<file path="config.mk">
export PLATFORM = sky130hd
export DESIGN_NAME = segment_grid_cell_walker
export DESIGN_NICKNAME = d
export VERILOG_FILES = /design/src/rtl/sgcw_pkg.sv /design/src/rtl/sgcw_front.sv /design/src/rtl/sgcw_queue.sv /design/src/rtl/sgcw_walker.sv /design/src/rtl/segment_grid_cell_walker.sv
export VERILOG_INCLUDE_DIRS = /design/src /design/src/rtl
export SDC_FILE = /design/constraint.sdc
export NUM_CORES = 1
export LEC_CHECK = 0
export BUFFER_PORTS_ARGS = -buffer_cell sky130_fd_sc_hd__buf_2
export CORE_ASPECT_RATIO = 0.6
export CORE_MARGIN = 2
export CORE_UTILIZATION = 59
export CTS_BUF_LIST = sky130_fd_sc_hd__clkbuf_4 sky130_fd_sc_hd__clkbuf_8 sky130_fd_sc_hd__clkbuf_16
export DETAILED_ROUTE_END_ITERATION = 8
export PLACE_DENSITY = 0.86
export SLEW_MARGIN = 20
export SYNTH_ARGS = -nofsm -noshare
export SYNTH_HDL_FRONTEND = slang
export SYNTH_SLANG_ARGS = --single-unit
</file>
<file path="constraint.sdc">
create_clock -name clk -period 10.45 [get_ports clk]
set_clock_uncertainty 0.1 [all_clocks]
set_input_delay 0.5225 -clock clk [delete_from_list [all_inputs] [get_ports clk]]
set_output_delay 0.5225 -clock clk [all_outputs]
set_load 0.02 [all_outputs]
</file>
<file path="src/rtl/segment_grid_cell_walker_defines.svh">
// Assertion macros for the RTL of the segment grid cell walker, used by sgcw_walker.
// A module that uses them must have ports named clk and arst_n.
`ifndef SEGMENT_GRID_CELL_WALKER_DEFINES_SVH
`define SEGMENT_GRID_CELL_WALKER_DEFINES_SVH

`ifndef NO_ASSERTIONS

`define SGCW_ASSERT_IMPLY(lbl, ante, cons, msg) \
	lbl: assert property (@(posedge clk) disable iff (!arst_n) (ante) |-> (cons)) \
		else $error(msg);

`define SGCW_ASSERT_NEXT(lbl, ante, cons, msg) \
	lbl: assert property (@(posedge clk) disable iff (!arst_n) (ante) |=> (cons)) \
		else $error(msg);

`else

`define SGCW_ASSERT_IMPLY(lbl, ante, cons, msg)

`define SGCW_ASSERT_NEXT(lbl, ante, cons, msg)

`endif

`endif

</file>
<file path="src/rtl/sgcw_pkg.sv">
`timescale 1ns / 1ps

package sgcw_pkg;

	localparam int GRID_BITS      = 5;
	localparam int FRAC_BITS      = 8;
	localparam int COORD_BITS     = GRID_BITS + FRAC_BITS;
	localparam int DIFF_BITS      = 2 * COORD_BITS + 3;
	localparam int FIELD_BITS     = 13;
	localparam int CELL_BITS      = 5;
	localparam int IN_TDATA_BITS  = ((4 * FIELD_BITS + 7) / 8) * 8;
	localparam int OUT_TDATA_BITS = ((2 * CELL_BITS + 7) / 8) * 8;
	localparam int QUEUE_DEPTH    = 2;

	typedef logic [GRID_BITS-1:0]         cell_t;
	typedef logic [COORD_BITS-1:0]        coord_t;
	typedef logic [FIELD_BITS-1:0]        field_t;
	typedef logic signed [DIFF_BITS-1:0]  diff_t;

	// One classified segment, ready for the walker.
	typedef struct packed {
		cell_t col;
		cell_t row;
		cell_t end_col;
		cell_t end_row;
		logic  rising;
		diff_t diff;
		diff_t step_x;
		diff_t step_y;
	} job_t;

endpackage

</file>
<file path="src/rtl/sgcw_front.sv">
`timescale 1ns / 1ps

module sgcw_front (
	input  logic            clk,
	input  logic            arst_n,
	input  logic            in_valid,
	output logic            in_ready,
	input  sgcw_pkg::field_t start_x,
	input  sgcw_pkg::field_t start_y,
	input  sgcw_pkg::field_t finish_x,
	input  sgcw_pkg::field_t finish_y,
	output logic            job_valid,
	input  logic            job_ready,
	output sgcw_pkg::job_t  job
);
	import sgcw_pkg::*;

	typedef enum logic [1:0] {F_IDLE, F_MUL, F_PUSH} front_state_t;

	front_state_t state_q;
	coord_t       ax_q, ay_q, bx_q, by_q;
	diff_t        lhs_q, rhs_q;
	logic [COORD_BITS-1:0]      dx_q;
	logic signed [COORD_BITS:0] dy_q;
	logic         rising_q;

	coord_t sx, sy, fx, fy;
	logic   swap;
	logic [COORD_BITS-1:0]        dx;
	logic signed [COORD_BITS:0]   dy;
	logic                         rising;
	logic [COORD_BITS:0]          edge_y, edge_x;
	logic signed [COORD_BITS+1:0] fa, fb;
	diff_t                        lhs_prod, rhs_prod;

	assign sx   = start_x[COORD_BITS-1:0];
	assign sy   = start_y[COORD_BITS-1:0];
	assign fx   = finish_x[COORD_BITS-1:0];
	assign fy   = finish_y[COORD_BITS-1:0];
	assign swap = fx < sx;

	assign dx     = bx_q - ax_q;
	assign dy     = $signed({1'b0, by_q}) - $signed({1'b0, ay_q});
	assign rising = ay_q <= by_q;

	// A rising segment tests the edge above its row, a falling one the edge below.
	assign edge_y = {({1'b0, ay_q[COORD_BITS-1:FRAC_BITS]} + {{GRID_BITS{1'b0}}, rising}),
		{FRAC_BITS{1'b0}}};
	assign edge_x = {({1'b0, ax_q[COORD_BITS-1:FRAC_BITS]} + {{GRID_BITS{1'b0}}, 1'b1}),
		{FRAC_BITS{1'b0}}};
	assign fa = $signed({1'b0, edge_y}) - $signed({2'b00, ay_q});
	assign fb = $signed({1'b0, edge_x}) - $signed({2'b00, ax_q});
	assign lhs_prod = fa * $signed({1'b0, dx});
	assign rhs_prod = fb * dy;

	assign in_ready  = state_q == F_IDLE;
	assign job_valid = state_q == F_PUSH;

	always_comb begin
		job.col     = ax_q[COORD_BITS-1:FRAC_BITS];
		job.row     = ay_q[COORD_BITS-1:FRAC_BITS];
		job.end_col = bx_q[COORD_BITS-1:FRAC_BITS];
		job.end_row = by_q[COORD_BITS-1:FRAC_BITS];
		job.rising  = rising_q;
		job.diff    = lhs_q - rhs_q;
		job.step_x  = DIFF_BITS'($signed({1'b0, dx_q, {FRAC_BITS{1'b0}}}));
		job.step_y  = DIFF_BITS'($signed({dy_q, {FRAC_BITS{1'b0}}}));
	end

	always_ff @(posedge clk or negedge arst_n) begin
		if (!arst_n) begin
			state_q <= F_IDLE;
		end else begin
			unique case (state_q)
				F_IDLE: begin
					if (in_valid) begin
						state_q <= F_MUL;
					end
				end
				F_MUL: begin
					state_q <= F_PUSH;
				end
				F_PUSH: begin
					if (job_ready) begin
						state_q <= F_IDLE;
					end
				end
				default: begin
					state_q <= F_IDLE;
				end
			endcase
		end
	end

	always_ff @(posedge clk) begin
		if (state_q == F_IDLE && in_valid) begin
			ax_q <= swap ? fx : sx;
			ay_q <= swap ? fy : sy;
			bx_q <= swap ? sx : fx;
			by_q <= swap ? sy : fy;
		end
		if (state_q == F_MUL) begin
			lhs_q    <= lhs_prod;
			rhs_q    <= rhs_prod;
			dx_q     <= dx;
			dy_q     <= dy;
			rising_q <= rising;
		end
	end

endmodule

</file>
<file path="src/rtl/sgcw_queue.sv">
`timescale 1ns / 1ps

module sgcw_queue (
	input  logic           clk,
	input  logic           arst_n,
	input  logic           push_valid,
	output logic           push_ready,
	input  sgcw_pkg::job_t push_job,
	output logic           pop_valid,
	input  logic           pop_ready,
	output sgcw_pkg::job_t pop_job
);
	import sgcw_pkg::*;

	localparam int PTR_BITS = $clog2(QUEUE_DEPTH);
	localparam int CNT_BITS = $clog2(QUEUE_DEPTH + 1);

	job_t                entry_q [QUEUE_DEPTH];
	logic [PTR_BITS-1:0] wr_q, rd_q;
	logic [CNT_BITS-1:0] count_q;
	logic                do_push, do_pop;

	assign push_ready = count_q != CNT_BITS'(QUEUE_DEPTH);
	assign pop_valid  = count_q != '0;
	assign pop_job    = entry_q[rd_q];
	assign do_push    = push_valid && push_ready;
	assign do_pop     = pop_valid && pop_ready;

	always_ff @(posedge clk or negedge arst_n) begin
		if (!arst_n) begin
			wr_q    <= '0;
			rd_q    <= '0;
			count_q <= '0;
		end else begin
			if (do_push) begin
				wr_q <= (wr_q == PTR_BITS'(QUEUE_DEPTH - 1)) ? '0 : wr_q + 1'b1;
			end
			if (do_pop) begin
				rd_q <= (rd_q == PTR_BITS'(QUEUE_DEPTH - 1)) ? '0 : rd_q + 1'b1;
			end
			if (do_push && !do_pop) begin
				count_q <= count_q + 1'b1;
			end else if (do_pop && !do_push) begin
				count_q <= count_q - 1'b1;
			end
		end
	end

	always_ff @(posedge clk) begin
		if (do_push) begin
			entry_q[wr_q] <= push_job;
		end
	end

endmodule

</file>
<file path="src/rtl/sgcw_walker.sv">
`timescale 1ns / 1ps

module sgcw_walker (
	input  logic            clk,
	input  logic            arst_n,
	input  logic            job_valid,
	output logic            job_ready,
	input  sgcw_pkg::job_t  job,
	output logic            out_valid,
	input  logic            out_ready,
	output sgcw_pkg::cell_t out_cell_x,
	output sgcw_pkg::cell_t out_cell_y,
	output logic            out_last
);
	import sgcw_pkg::*;
	`include "segment_grid_cell_walker_defines.svh"

	typedef enum logic [1:0] {W_IDLE, W_COL, W_STEP, W_TAIL} walk_state_t;

	walk_state_t state_q, state_n;
	cell_t       col_q, row_q, end_col_q, end_row_q;
	cell_t       col_n, row_n;
	logic        rising_q;
	diff_t       diff_q, diff_n, step_x_q, step_y_q;
	logic        out_valid_q, out_last_q;
	cell_t       out_x_q, out_y_q;

	logic  slot, want_emit, advance, emit_last, load, pos;
	cell_t emit_x, emit_y, col_inc;

	assign slot      = !out_valid_q || out_ready;
	assign advance   = !want_emit || slot;
	assign job_ready = state_q == W_IDLE;
	assign load      = state_q == W_IDLE && job_valid;
	assign pos       = diff_q > 0;
	assign col_inc   = col_q + 1'b1;

	assign out_valid  = out_valid_q;
	assign out_cell_x = out_x_q;
	assign out_cell_y = out_y_q;
	assign out_last   = out_last_q;

	always_comb begin
		state_n   = state_q;
		col_n     = col_q;
		row_n     = row_q;
		diff_n    = diff_q;
		want_emit = 1'b0;
		emit_x    = col_q;
		emit_y    = row_q;
		emit_last = 1'b0;
		unique case (state_q)
			W_IDLE: begin
				if (job_valid) begin
					state_n = (job.col < job.end_col) ? W_COL : W_TAIL;
				end
			end
			W_COL: begin
				want_emit = 1'b1;
				state_n   = W_STEP;
			end
			W_STEP: begin
				// Rising and falling both leave the column when the difference is not
				// positive for falling, or positive for rising.
				if (rising_q == pos) begin
					col_n  = col_inc;
					diff_n = diff_q - step_y_q;
					if (col_inc < end_col_q) begin
						want_emit = 1'b1;
						emit_x    = col_inc;
					end else begin
						state_n = W_TAIL;
					end
				end else if (rising_q) begin
					// An exact corner hit moves up a row without emitting the cell.
					row_n     = row_q + 1'b1;
					diff_n    = diff_q + step_x_q;
					want_emit = diff_q != 0;
					emit_y    = row_n;
				end else begin
					row_n     = row_q - 1'b1;
					diff_n    = diff_q - step_x_q;
					want_emit = 1'b1;
					emit_y    = row_n;
				end
			end
			W_TAIL: begin
				want_emit = 1'b1;
				if (row_q == end_row_q) begin
					emit_last = 1'b1;
					state_n   = W_IDLE;
				end else begin
					row_n = rising_q ? row_q + 1'b1 : row_q - 1'b1;
				end
			end
			default: begin
				state_n = W_IDLE;
			end
		endcase
	end

	always_ff @(posedge clk or negedge arst_n) begin
		if (!arst_n) begin
			state_q     <= W_IDLE;
			out_valid_q <= 1'b0;
		end else begin
			if (advance) begin
				state_q <= state_n;
			end
			if (want_emit && slot) begin
				out_valid_q <= 1'b1;
			end else if (out_ready) begin
				out_valid_q <= 1'b0;
			end
		end
	end

	always_ff @(posedge clk) begin
		if (load) begin
			col_q     <= job.col;
			row_q     <= job.row;
			end_col_q <= job.end_col;
			end_row_q <= job.end_row;
			rising_q  <= job.rising;
			diff_q    <= job.diff;
			step_x_q  <= job.step_x;
			step_y_q  <= job.step_y;
		end else if (advance) begin
			col_q  <= col_n;
			row_q  <= row_n;
			diff_q <= diff_n;
		end
		if (want_emit && slot) begin
			out_x_q    <= emit_x;
			out_y_q    <= emit_y;
			out_last_q <= emit_last;
		end
	end

	`SGCW_ASSERT_IMPLY(a_step_before_end_col, state_q == W_STEP, col_q < end_col_q,
		"walker is stepping inside a column at or past the final column")
	`SGCW_ASSERT_IMPLY(a_rise_row_bound, state_q == W_STEP && rising_q && diff_q <= 0,
		row_q < end_row_q, "rising segment would climb past its final row")
	`SGCW_ASSERT_IMPLY(a_fall_row_bound, state_q == W_STEP && !rising_q && diff_q > 0,
		row_q > end_row_q, "falling segment would drop past its final row")
	`SGCW_ASSERT_IMPLY(a_tail_direction, state_q == W_TAIL,
		rising_q ? row_q <= end_row_q : row_q >= end_row_q,
		"tail walk heads away from the final row")
	`SGCW_ASSERT_NEXT(a_last_emitted, state_q == W_TAIL && row_q == end_row_q && !out_valid_q,
		out_valid_q && out_last_q, "final cell of a segment was not presented")

endmodule

</file>
<file path="src/rtl/segment_grid_cell_walker.sv">
`timescale 1ns / 1ps

// Walks a line segment across a 32 by 32 grid and streams out every cell it touches, one
// beat per cell. The last beat, marked by tlast, carries the cell of the endpoint with the
// larger x, or of the finish point when both x are equal. Endpoints are unsigned 5.8 fixed
// point; they are put in order of rising x and each row step is decided by an exact
// product comparison, kept up by additions as the walk moves. The front end takes each
// segment through an accept, a multiply (both products at once) and a hand-over state, and
// can queue two segments ahead of the walker. The walker delivers one cell per cycle while
// the sink takes them, except that it emits nothing while loading each segment, on reaching
// the final column when the segment spans more than one column, and at every exact corner
// crossing of a rising segment. It takes no new segment until it has registered the last
// cell of the one before. A segment touches at most 63 cells.
module segment_grid_cell_walker (
	input  logic                                 clk,
	input  logic                                 arst_n,
	input  logic                                 s_axis_tvalid,
	output logic                                 s_axis_tready,
	// start_x [12:0], start_y [25:13], finish_x [38:26], finish_y [51:39], zero fill above
	input  logic [sgcw_pkg::IN_TDATA_BITS-1:0]   s_axis_tdata,
	output logic                                 m_axis_tvalid,
	input  logic                                 m_axis_tready,
	// cell_x [4:0], cell_y [9:5], zero fill above
	output logic [sgcw_pkg::OUT_TDATA_BITS-1:0]  m_axis_tdata,
	output logic                                 m_axis_tlast
);
	import sgcw_pkg::*;

	logic  front_valid, front_ready, walk_valid, walk_ready;
	job_t  front_job, walk_job;
	cell_t cell_x, cell_y;

	sgcw_front u_front (
		.clk       (clk),
		.arst_n    (arst_n),
		.in_valid  (s_axis_tvalid),
		.in_ready  (s_axis_tready),
		.start_x   (s_axis_tdata[FIELD_BITS-1:0]),
		.start_y   (s_axis_tdata[2*FIELD_BITS-1:FIELD_BITS]),
		.finish_x  (s_axis_tdata[3*FIELD_BITS-1:2*FIELD_BITS]),
		.finish_y  (s_axis_tdata[4*FIELD_BITS-1:3*FIELD_BITS]),
		.job_valid (front_valid),
		.job_ready (front_ready),
		.job       (front_job)
	);

	sgcw_queue u_queue (
		.clk        (clk),
		.arst_n     (arst_n),
		.push_valid (front_valid),
		.push_ready (front_ready),
		.push_job   (front_job),
		.pop_valid  (walk_valid),
		.pop_ready  (walk_ready),
		.pop_job    (walk_job)
	);

	sgcw_walker u_walker (
		.clk        (clk),
		.arst_n     (arst_n),
		.job_valid  (walk_valid),
		.job_ready  (walk_ready),
		.job        (walk_job),
		.out_valid  (m_axis_tvalid),
		.out_ready  (m_axis_tready),
		.out_cell_x (cell_x),
		.out_cell_y (cell_y),
		.out_last   (m_axis_tlast)
	);

	assign m_axis_tdata = {{(OUT_TDATA_BITS - 2 * CELL_BITS){1'b0}},
		CELL_BITS'(cell_y), CELL_BITS'(cell_x)};

endmodule

</file>
Word-level counts from Yosys, hierarchy flattened
Memory sizes are Yosys's and may differ from the RTL's.
Cells that the tools add are included.
- register bits after elaboration: 266
- memory bits (writable): 168
- input bits: 60
- output and inout port bits: 19
- word-level logic and storage cells: 139
- memories: 1
- add/sub/neg operators: 17
- multiply operators: 2
- magnitude comparators: 5
- equal/unequal tests: 15
- mux-type cells: 45
- reduce and logical (&&, ||, !) cells: 28
- memory list (memory ; depth ; width ; rd ports ; clocked after memory_dff ; write ports ; line ; text):
    u_queue.entry_q ; 2 ; 84 ; 1 ; 0 ; 1 ; sgcw_queue.sv:18 ; job_t entry_q [QUEUE_DEPTH];
- operators by type and width (cell ; number):
    two-way mux 29 bit ; 5
    subtractor 29 bit ; 3
    two-way mux 5 bit ; 13
    multiplier 15 x 14 -> 29 bit ; 2
    two-way mux 13 bit ; 4
    nonzero test 32 bit ; 1
    subtractor 14 x 13 -> 15 bit ; 2
    adder 29 bit ; 1
    greater-than comparator 29 x 1 -> 1 bit, second input constant ; 1
    two-way mux 2 bit ; 9
    subtractor 13 x 13 -> 14 bit ; 1
    less-or-equal comparator 13 bit ; 1
    less-than comparator 13 bit ; 1
    subtractor 13 bit ; 1
    nonzero test 2 bit ; 6
    adder 5 x 1 -> 5 bit, second input constant ; 2
    less-than comparator 5 bit ; 2
    two-way mux 1 bit ; 10
    one-hot mux 5 bit (2 select lines) ; 1
    inequality test 2 bit, second input constant ; 4
    one-hot mux 2 bit (4 select lines) ; 1
    adder 5 x 1 -> 6 bit ; 1
    adder 5 x 1 -> 6 bit, second input constant ; 1
    == test 2 bit, second input constant ; 3
    other kinds (20) ; 36

Longest topological paths before layout
Gate-level depths: netlist of run 1.
- depth in word-level cells: 9
- mapped depth: 48
- depth with buffers taken out: 47

Cells and area by module
From an unflattened synthesis of run 1, not the netlist that was laid out.
- cells, all modules: 3694
- area, all modules: 40476.3 um^2
- by module, submodules not included (module ; instances ; cells an instance ; area each (um^2) ; seq. area each (um^2)):
    sgcw_front ; 1 ; 2491 ; 24090.6 ; 4194.0
    sgcw_walker ; 1 ; 842 ; 8324.2 ; 3648.5
    sgcw_queue ; 1 ; 354 ; 8012.7 ; 6586.3
    segment_grid_cell_walker ; 1 ; 7 ; 48.8 ; 0.0

Least setup slack after synthesis of run 1
OpenSTA, ideal clock, no wires.
- path kind: reg-to-reg
- from: reg u_front.ay_q[2]
- to: reg u_front.lhs_q[28], data pin
- setup time: 259 ps
- arrival time: 10252 ps
- required time: 10091 ps
- slack: -161 ps
- stages on the path, launching flop included: 46
- path buffers: 1
- clock period less this slack: 10611 ps
- cell sequence: edfxtp_1 -> inv_2 -> ha_1 -> nor2b_1 -> o21ai_0 -> nand2b_1 -> a21o_1 -> a21o_1 -> a21o_1 -> a41o_1 -> o41ai_2 -> nand2_1 -> a21o_1 -> ha_1 -> ha_1 -> ha_1 -> nand2b_1 -> and2_0 -> (+10 left out) -> fa_1 -> inv_1 -> fa_1 -> fa_1 -> fa_1 -> inv_1 -> fa_1 -> inv_1 -> ha_1 -> a21oi_1 -> nor2b_1 -> or2_2 -> a221o_1 -> a21o_1 -> a21oi_1 -> o221ai_1 -> a21oi_1 -> xnor2_1
- longest elaborated chain between the ends: 4
- RTL lines (item ; line ; text):
    start, declared ; sgcw_front.sv:21 ; coord_t ax_q, ay_q, bx_q, by_q;
    start signal, assigned ; sgcw_front.sv:98 ; ay_q <= swap ? fy : sy;
    less-or-equal comparator 13 bit ; sgcw_front.sv:44 ; assign rising = ay_q <= by_q;
    via u_front.rising ; sgcw_front.sv:31 ; logic rising;
    adder 5 x 1 -> 6 bit ; sgcw_front.sv:47 ; assign edge_y = {({1'b0, ay_q[COORD_BITS-1:FRAC_BITS]} + {{GRID_BITS{1'b0}}, rising}),
    subtractor 14 x 13 -> 15 bit ; sgcw_front.sv:51 ; assign fa = $signed({1'b0, edge_y}) - $signed({2'b00, ay_q});
    multiplier 15 x 14 -> 29 bit ; sgcw_front.sv:53 ; assign lhs_prod = fa * $signed({1'b0, dx});
    via u_front.lhs_prod[28] ; sgcw_front.sv:34 ; diff_t lhs_prod, rhs_prod;
    end signal, assigned ; sgcw_front.sv:103 ; lhs_q <= lhs_prod;
    end, declared ; sgcw_front.sv:22 ; diff_t lhs_q, rhs_q;
The timed path passes the listed nets, and every way through them passes these cells.
A chain may end at the register's enable or synchronous reset.

Final worst setup path of run 1
Ends and elaborated chain as after synthesis.

==> results of run 1 <==
layout make-up:
cell class                 instances  area [um^2]
clock inverter                    25        240.2
timing repair buffer             170         1144
sequential                       389        11640
inverter                         545         2046
multi-input combinational       2234        21290
clock buffer                      36        883.3
fill                            4404        20740
antenna                            5        12.51
tap                              781        977.2
stage by stage:
step	hold WS, ns	worst slack, ns	util, %	area, um^2
floorplan	0.1269	0.02655	-	35100
global route	0.08748	-0.1450	64.81	38220
CTS	0.05901	0.009047	64.32	37930
global placement	0.2929	0.02576	62.29	36730
finish	0.06829	0.1914	64.83	38230
detailed placement	0.2969	-0.2644	62.29	36730
kinds of logic after synthesis:
| kind of cell | after synthesis | synth area share (%) |
|---|---|---|
| and+or+nand+nor | 787 | 10.12 |
| DFF | 389 | 33.17 |
| xor gates and xnor gates | 227 | 5.668 |
| muxes | 134 | 4.180 |
| adders and majority gates | 661 | 32.20 |
| buffers and inverters | 626 | 6.831 |
| AOI/OAI and AO/OA | 419 | 7.812 |
| other | 1 | 0.01069 |
path summary, 6_finish.rpt:
path / slack, ns / from / end
setup / recovery: 0.19 / u_front.ay_q[2] / u_front.lhs_q[28]
hold / removal: 0.07 / s_axis_tvalid / u_front.state_q[0]
setup reg to reg: 0.19 / u_front.ay_q[2] / u_front.lhs_q[28]
hold reg to reg: 0.33 / u_front.dy_q[0] / u_queue.entry_q[1][0]
max in group asynchronous: 9.79 / arst_n / u_queue.rd_q
min in group asynchronous: 0.24 / arst_n / u_walker.out_valid
critical path, delay by kind of cell, from the launching register on:
family / cells / cell delay, ns
XOR/XNOR: 1 / 0.09
AO/OA/AOI/OAI: 15 / 2.80
adder cells (fa/ha/maj): 11 / 4.43
AND/OR/NAND/NOR: 9 / 1.50
flip-flops: 1 / 0.41
buffers and inverters: 6 / 0.67
flip-flops by register name (all words and copies together), names as in the netlist, 2 cells and up:
register,count
u_queue.entry_q,154
u_front.state_q,2
u_walker.out_cell_y,5
u_walker.state_q,2
u_queue.count_q,2
u_walker.col_q,5
u_front.lhs_q,29
u_walker.row_q,5
u_front.ax_q,13
u_front.by_q,13
u_walker.diff_q,29
u_walker.end_col_q,5
u_walker.step_x_q,13
u_front.rhs_q,29
u_front.ay_q,13
u_front.bx_q,13
u_walker.out_cell_x,5
u_walker.end_row_q,5
u_front.dy_q,14
u_front.dx_q,13
u_walker.step_y_q,14
metal layers:
layer	global-route usage, %	vias to the layer above	part of all wire [%]
li1	-	10960	-
met1	44.20	12040	43
met2	41.32	1473	40
met3	12.16	210	14
met4	8.950	10	2.9
met5	1.190	-	0.18
layout by cell type (no fill, tap or decap), types with 7 or more instances in the layout:
master,Yosys,routed
and3_1,15,15
edfxtp_1,380,380
mux2_2,90,90
nor3_1,28,28
or2_2,9,9
mux2_1,10,10
nor2b_1,25,24
o21bai_1,19,19
clkbuf_16,0,35
mux2i_1,34,34
o211ai_1,7,7
a211o_1,7,7
o21a_1,15,15
dfrtp_1,9,8
xnor2_1,157,156
a31oi_1,17,17
and2_1,62,58
buf_2,4,68
or3_1,17,17
nand4_1,11,11
xor2_1,70,67
clkinv_1,1,10
nand3_1,30,29
inv_1,543,538
o21ai_0,73,71
nor4_1,10,10
ha_1,258,250
a21o_1,71,71
buf_4,11,97
fa_1,403,401
nand2b_1,24,23
a211oi_1,22,22
a21oi_1,120,118
nor2_1,232,230
nand2_1,303,299
cells in the mapped netlist (62+ instances only):
cell      instances  area (um^2)
xnor2_1         157         1375
inv_1           543         2038
fa_1            403         8068
nor2_1          232        870.8
a21o_1           71        533.0
a21oi_1         120        600.6
o21ai_0          73        365.4
clkbuf_1         63        236.5
mux2_2           90         1013
edfxtp_1        380        11410
and2_1           62        387.9
nand2_1         303         1137
ha_1            258         3228
xor2_1           70        613.1
repair_timing:
item                                    4_1_cts  5_1_grt
endpoints found under the hold margin         9        0
pin swaps                                     5       29
hold buffers                                  1        0
endpoints found under the setup margin        2        8
setup buffers                                 6       11
gates resized for setup                       8       33
==> reports/qor.json, run 1 <==
{
  "outcome": {
    "status": "finished, final reports clean"
  },
  "hold_path": {
    "min_path_cells": 2,
    "hold_path.class": "in2reg"
  },
  "worst_setup_path": {
    "cp-end-kind": "flip-flop",
    "slowest_stage": "fa_2",
    "cp_data_required_time_ns": 10.67,
    "critPathArrivalTime_ns": 10.47,
    "criticalPathCategory": "reg2reg",
    "timing.critical_path.from_type": "flip-flop",
    "critical_path_peak_fanout": 5,
    "critPathMaxStageDelay_ns": 0.60,
    "worst-r2r-cell-count": 42
  },
  "clock_network": {
    "worst_skew_pair.late_latency_ns": 0.57,
    "cts_tree": "yes",
    "cts-htree-levels": 2,
    "ctsLongestPathBuffers": 3,
    "cts_inserted_buffers": 35,
    "clk_transition_reported_paths_ns": 0.07,
    "numClockSinks": 389,
    "cts.root.buffer_cell": "clkbuf_16"
  },
  "synthesis": {
    "mappedNetlistArea_mm2": 0.03508,
    "postSynthCellCount": 3244,
    "async_reset_ff_share_pct": 2.314,
    "synth-main-ff-cell": "edfxtp_1",
    "synth_warnings": 0,
    "ffs_latches_synth": 389,
    "yosys.cell_types.count": 73,
    "synth-edff-count": 380,
    "synth_seq_area_share_pct": 33.17,
    "synth.avg_cell_area_um2": 10.81
  },
  "grt": {
    "grt_pass1_wl_um": 140000,
    "overall_fraction_of_global_route_tracks_in_use_pct": 30.34,
    "number_of_global_route_vias_before_repair": 24450,
    "maximum_number_of_pins_on_one_net_before_global_route_repair": 85,
    "number_of_antenna_violations_at_the_first_check_in_global_routing": 9,
    "global_route.overflow_total": 0
  },
  "sta": {
    "worst_slew_pin_slew_ns": 1.163,
    "slew_viol_final": 0,
    "max_slew_margin_pct": 21.90,
    "timing.setup.tns_ns": 0,
    "period_share_pct": 98.17,
    "finalCriticalPeriod_ns": 10.26,
    "max_freq_ghz": 0.09748,
    "setup_viol": 0,
    "hold_violations": 0
  },
  "die": {
    "floorplan.initialDensity_pct": 59.49,
    "io_pins": 79,
    "die_width_um": 318.8,
    "design.core.area_mm2": 0.05897,
    "die-area_mm2": 0.06148,
    "rows": 69,
    "die_height_um": 192.9
  },
  "flow_run": {
    "drv_cap": 0
  },
  "place": {
    "routabilityCongestion": 1.007,
    "port_buffers": 68,
    "hpwlAfterDp_um": 72370,
    "place_inst": 4099
  },
  "detailed_routing": {
    "detail_route.iter0.violations": 3057,
    "via_per_inst": 5.901,
    "route.detailed.drc": 0,
    "antenna_left": 0,
    "drtPass1Iterations": 6,
    "wl_per_cell_um": 21.94,
    "routed-via-count": 24700,
    "finalWirelength_um": 91830
  },
  "final_layout": {
    "syn_to_final_growth_pct": 8.982,
    "finish.net_count": 4096,
    "final_std_cells_w_o_fill": 4185,
    "post_route_cells_drive_above_1_share_pct": 11.15
  }
}
Power of run 1 is left out: the tool's default activity adds up to more than one toggle a clock period on the data nets, which glitch-free logic cannot reach.
==> inputs of run 2 (changes only) <==
--- a/config.mk
+++ b/config.mk
@@ -7,12 +7,14 @@
 export NUM_CORES = 1
 export LEC_CHECK = 0
 export BUFFER_PORTS_ARGS = -buffer_cell sky130_fd_sc_hd__buf_2
+export CELL_PAD_IN_SITES_DETAIL_PLACEMENT = 1
+export CELL_PAD_IN_SITES_GLOBAL_PLACEMENT = 2
 export CORE_ASPECT_RATIO = 0.6
 export CORE_MARGIN = 2
-export CORE_UTILIZATION = 59
+export CORE_UTILIZATION = 47
 export CTS_BUF_LIST = sky130_fd_sc_hd__clkbuf_4 sky130_fd_sc_hd__clkbuf_8 sky130_fd_sc_hd__clkbuf_16
 export DETAILED_ROUTE_END_ITERATION = 8
-export PLACE_DENSITY = 0.86
+export PLACE_DENSITY = 0.94
 export SLEW_MARGIN = 20
 export SYNTH_ARGS = -nofsm -noshare
 export SYNTH_HDL_FRONTEND = slang
==> constraint.sdc (replaced) <==
create_clock -name clk -period 12.1 [get_ports clk]
set_clock_uncertainty 0.1 [all_clocks]
set_input_delay 0.605 -clock clk [delete_from_list [all_inputs] [get_ports clk]]
set_output_delay 0.605 -clock clk [all_outputs]
set_load 0.02 [all_outputs]
==> run 2 against run 1 <==
  * Setup slack better by 0.40 ns
  * Wire length is 14% higher
  * Non-clock buffer count is 38 lower
  * Clock-buffer cell count is 6 higher
  * Utilization is 13 points lower
  * Critical path depth is 3 higher
  * Critical endpoint unchanged
  * Largest cell class unchanged
==> reports/qor.json, run 2 (synthesis gave the netlist of run 1 again) <==
{
  "detailed_routing": {
    "via_per_inst": {"value": 5.643, "change": "was 5.901"},
    "antenna_left": {"value": 0, "change": "unchanged"},
    "wl_per_cell": {"value": 24.06, "unit": "um", "change": "was 21.94 um"},
    "route.detailed.drc": {"value": 0, "change": "unchanged"},
    "finalWirelength": {"value": 104900, "unit": "um", "change": "was 91830 um"},
    "drtPass1Iterations": {"value": 6, "change": "unchanged"},
    "routed-via-count": {"value": 24600, "change": "was 24700"},
    "detail_route.iter0.violations": {"value": 2156, "change": "was 3057"}
  },
  "sta": {
    "max_freq": {"value": 0.08687, "unit": "GHz", "change": "was 0.09748 GHz"},
    "timing.setup.tns": {"value": 0, "unit": "ns", "change": "unchanged"},
    "setup_viol": {"value": 0, "change": "unchanged"},
    "slew_viol_final": {"value": 0, "change": "unchanged"},
    "finalCriticalPeriod": {"value": 11.51, "unit": "ns", "change": "was 10.26 ns"},
    "max_slew_margin": {"value": 24.11, "unit": "%", "change": "was 21.90%"},
    "hold_violations": {"value": 0, "change": "unchanged"},
    "worst_slew_pin_slew": {"value": 1.138, "unit": "ns", "change": "was 1.163 ns"},
    "period_share": {"value": 95.14, "unit": "%", "change": "was 98.17%"},
    "unrepaired_setup_endpoints_after_global_routing": "false"
  },
  "worst_setup_path": {
    "cp_data_required_time": {"value": 12.34, "unit": "ns", "change": "was 10.67 ns"},
    "critical_path_peak_fanout": {"value": 15, "change": "was 5"},
    "criticalPathCategory": {"value": "reg2reg", "change": "unchanged"},
    "slowest_stage": {"value": "fa_1", "change": "was fa_2"},
    "cpMostUsedCell": "fa_1",
    "path_delay_family": {"value": "adder cells", "change": "unchanged"},
    "timing.critical_path.from_type": {"value": "flip-flop", "change": "unchanged"},
    "critPathBufInv": {"value": 7, "change": "was 6"},
    "cp-end-kind": {"value": "flip-flop", "change": "unchanged"},
    "critPathArrivalTime": {"value": 11.75, "unit": "ns", "change": "was 10.47 ns"},
    "regToRegSetupSlack": {"value": 0.59, "unit": "ns", "change": "was 0.19 ns"},
    "critPathMaxStageDelay": {"value": 0.59, "unit": "ns", "change": "was 0.60 ns"}
  },
  "final_layout": {
    "layout_common_cells": {"value": "inv_1, fa_1, edfxtp_1", "change": "unchanged"},
    "register_with_the_most_flip_flops": {"value": "u_queue.entry_q", "change": "unchanged"},
    "final_std_cells_w_o_fill": {"value": 4359, "change": "was 4185"},
    "n_fill_cell": {"value": 7941, "change": "was 4404"},
    "most_frequent_standard_cell_in_the_layout_excluding_fill_and_tap_cells": {"value": "inv_1", "change": "unchanged"},
    "largest_reg_flops": {"value": 154, "change": "unchanged"},
    "post_route_cells_drive_above_1_share": {"value": 9.525, "unit": "%", "change": "was 11.15%"},
    "syn_to_final_growth": {"value": 8.828, "unit": "%", "change": "was 8.982%"},
    "stdcell_area": {"value": 0.03817, "unit": "mm^2", "change": "was 0.03823 mm^2"},
    "fraction_of_the_core_area_covered_by_cells_at_the_end_of_the_flow": {"value": 51.73, "unit": "%", "change": "was 64.83%"},
    "finish.net_count": {"value": 4062, "change": "was 4096"}
  },
  "clock_network": {
    "clk_transition_reported_paths": {"value": 0.06, "unit": "ns", "change": "was 0.07 ns"},
    "cts-htree-levels": {"value": 2, "change": "unchanged"},
    "cts_tree": {"value": "yes", "change": "unchanged"},
    "cts_inserted_buffers": {"value": 39, "change": "was 35"},
    "cts.root.buffer_cell": {"value": "clkbuf_16", "change": "unchanged"},
    "numClockSinks": {"value": 389, "change": "unchanged"},
    "ctsLongestPathBuffers": {"value": 3, "change": "unchanged"},
    "worst_skew_pair.late_latency": {"value": 0.59, "unit": "ns", "change": "was 0.57 ns"}
  },
  "place": {
    "post_dp_cell_area": {"value": 0.03683, "unit": "mm^2", "change": "was 0.03673 mm^2"},
    "port_buffers": {"value": 68, "change": "unchanged"},
    "routabilityCongestion": {"value": 0.9472, "change": "was 1.007"},
    "hpwlAfterDp": {"value": 84220, "unit": "um", "change": "was 72370 um"},
    "place_inst": {"value": 4284, "change": "was 4099"}
  },
  "die": {
    "die_width": {"value": 356.7, "unit": "um", "change": "was 318.8 um"},
    "io_pins": {"value": 79, "change": "unchanged"},
    "die-area": {"value": 0.07690, "unit": "mm^2", "change": "was 0.06148 mm^2"},
    "design.core.area": {"value": 0.07380, "unit": "mm^2", "change": "was 0.05897 mm^2"},
    "floorplan.initialDensity": {"value": 47.53, "unit": "%", "change": "was 59.49%"},
    "die_height": {"value": 215.6, "unit": "um", "change": "was 192.9 um"},
    "rows": {"value": 77, "change": "was 69"}
  },
  "grt": {
    "grt.busiest_layer": {"value": "met1", "change": "unchanged"},
    "number_of_global_route_vias_before_repair": {"value": 26060, "change": "was 24450"},
    "grtUsageMet3": {"value": 7.349, "unit": "%", "change": "was 12.16%"},
    "overall_fraction_of_global_route_tracks_in_use": {"value": 27.62, "unit": "%", "change": "was 30.34%"},
    "number_of_antenna_violations_at_the_first_check_in_global_routing": {"value": 13, "change": "was 9"},
    "groute.layer.met2.usage": {"value": 39.64, "unit": "%", "change": "was 41.32%"},
    "grt_pass1_wl": {"value": 160500, "unit": "um", "change": "was 140000 um"},
    "maximum_number_of_pins_on_one_net_before_global_route_repair": {"value": 78, "change": "was 85"},
    "met1_usage": {"value": 42.54, "unit": "%", "change": "was 44.20%"},
    "global_route.overflow_total": {"value": 0, "change": "unchanged"}
  },
  "outcome": {
    "status": {"value": "finished, final reports clean", "change": "unchanged"}
  },
  "flow_run": {
    "drv_cap": {"value": 0, "change": "unchanged"}
  },
  "hold_path": {
    "hold_path.class": {"value": "in2reg", "change": "unchanged"}
  }
}
## run 2: path summary, 6_finish.rpt
check	startpoint	to	cells after the start
max in group asynchronous	arst_n	u_queue.rd_q	2
worst min register to register	u_front.dx_q[11]	u_queue.entry_q[1][32]	0
worst max register to register	u_front.ay_q[2]	u_front.lhs_q[28]	45
worst min-delay path	s_axis_tvalid	u_front.state_q[0]	2
min in group asynchronous	arst_n	u_walker.out_valid	2
worst max-delay path	u_front.ay_q[2]	u_front.lhs_q[28]	45
## run 2: layout make-up
cell class	instances	area, um^2	share of cell area, %
multi-input combinational	2234	21130	55.35
sequential	389	11640	30.49
inverter	545	2053	5.379
tap	987	1235	3.235
clock buffer	42	998.5	2.616
timing repair buffer	132	830.8	2.176
clock inverter	28	282.8	0.7407
antenna	2	5.005	0.01311
## run 2: worst register-to-register path: cells and delay by family, from the launching register on
family	cells	cell delay, ns
DFF	1	0.48
adders and majority gates	11	4.67
xor gates and xnor gates	1	0.09
and+or+nand+nor	10	1.82
AOI/OAI and AO/OA	16	3.29
buffers and inverters	7	0.83
## run 2: what timing repair did
action | 4_1_cts | 5_1_grt
setup endpoints to repair | 0 | 3
gates resized for setup | 0 | 4
hold buffers | 1 | 0
setup buffers | 0 | 2
endpoints found under the hold margin | 9 | 0
## run 2: per-layer routing
layer	part of all wire (%)	up-vias	wire length [um]
met1	47	12660	49450
met3	10	116	10540
met5	0.012	-	13
met4	1.5	2	1621
met2	41	930	43260
li1	-	10880	-
## run 2: stage by stage
stage	setup slack, ns	hold WS (ns)
after CTS	0.2698	0.1442
after global routing	0.07400	0.1669
after global placement	0.7803	0.3225
after detailed placement	0.3174	0.3348
final	0.5881	0.1643
after floorplan	1.489	0.2094
Power of run 2 is left out for the same reason.
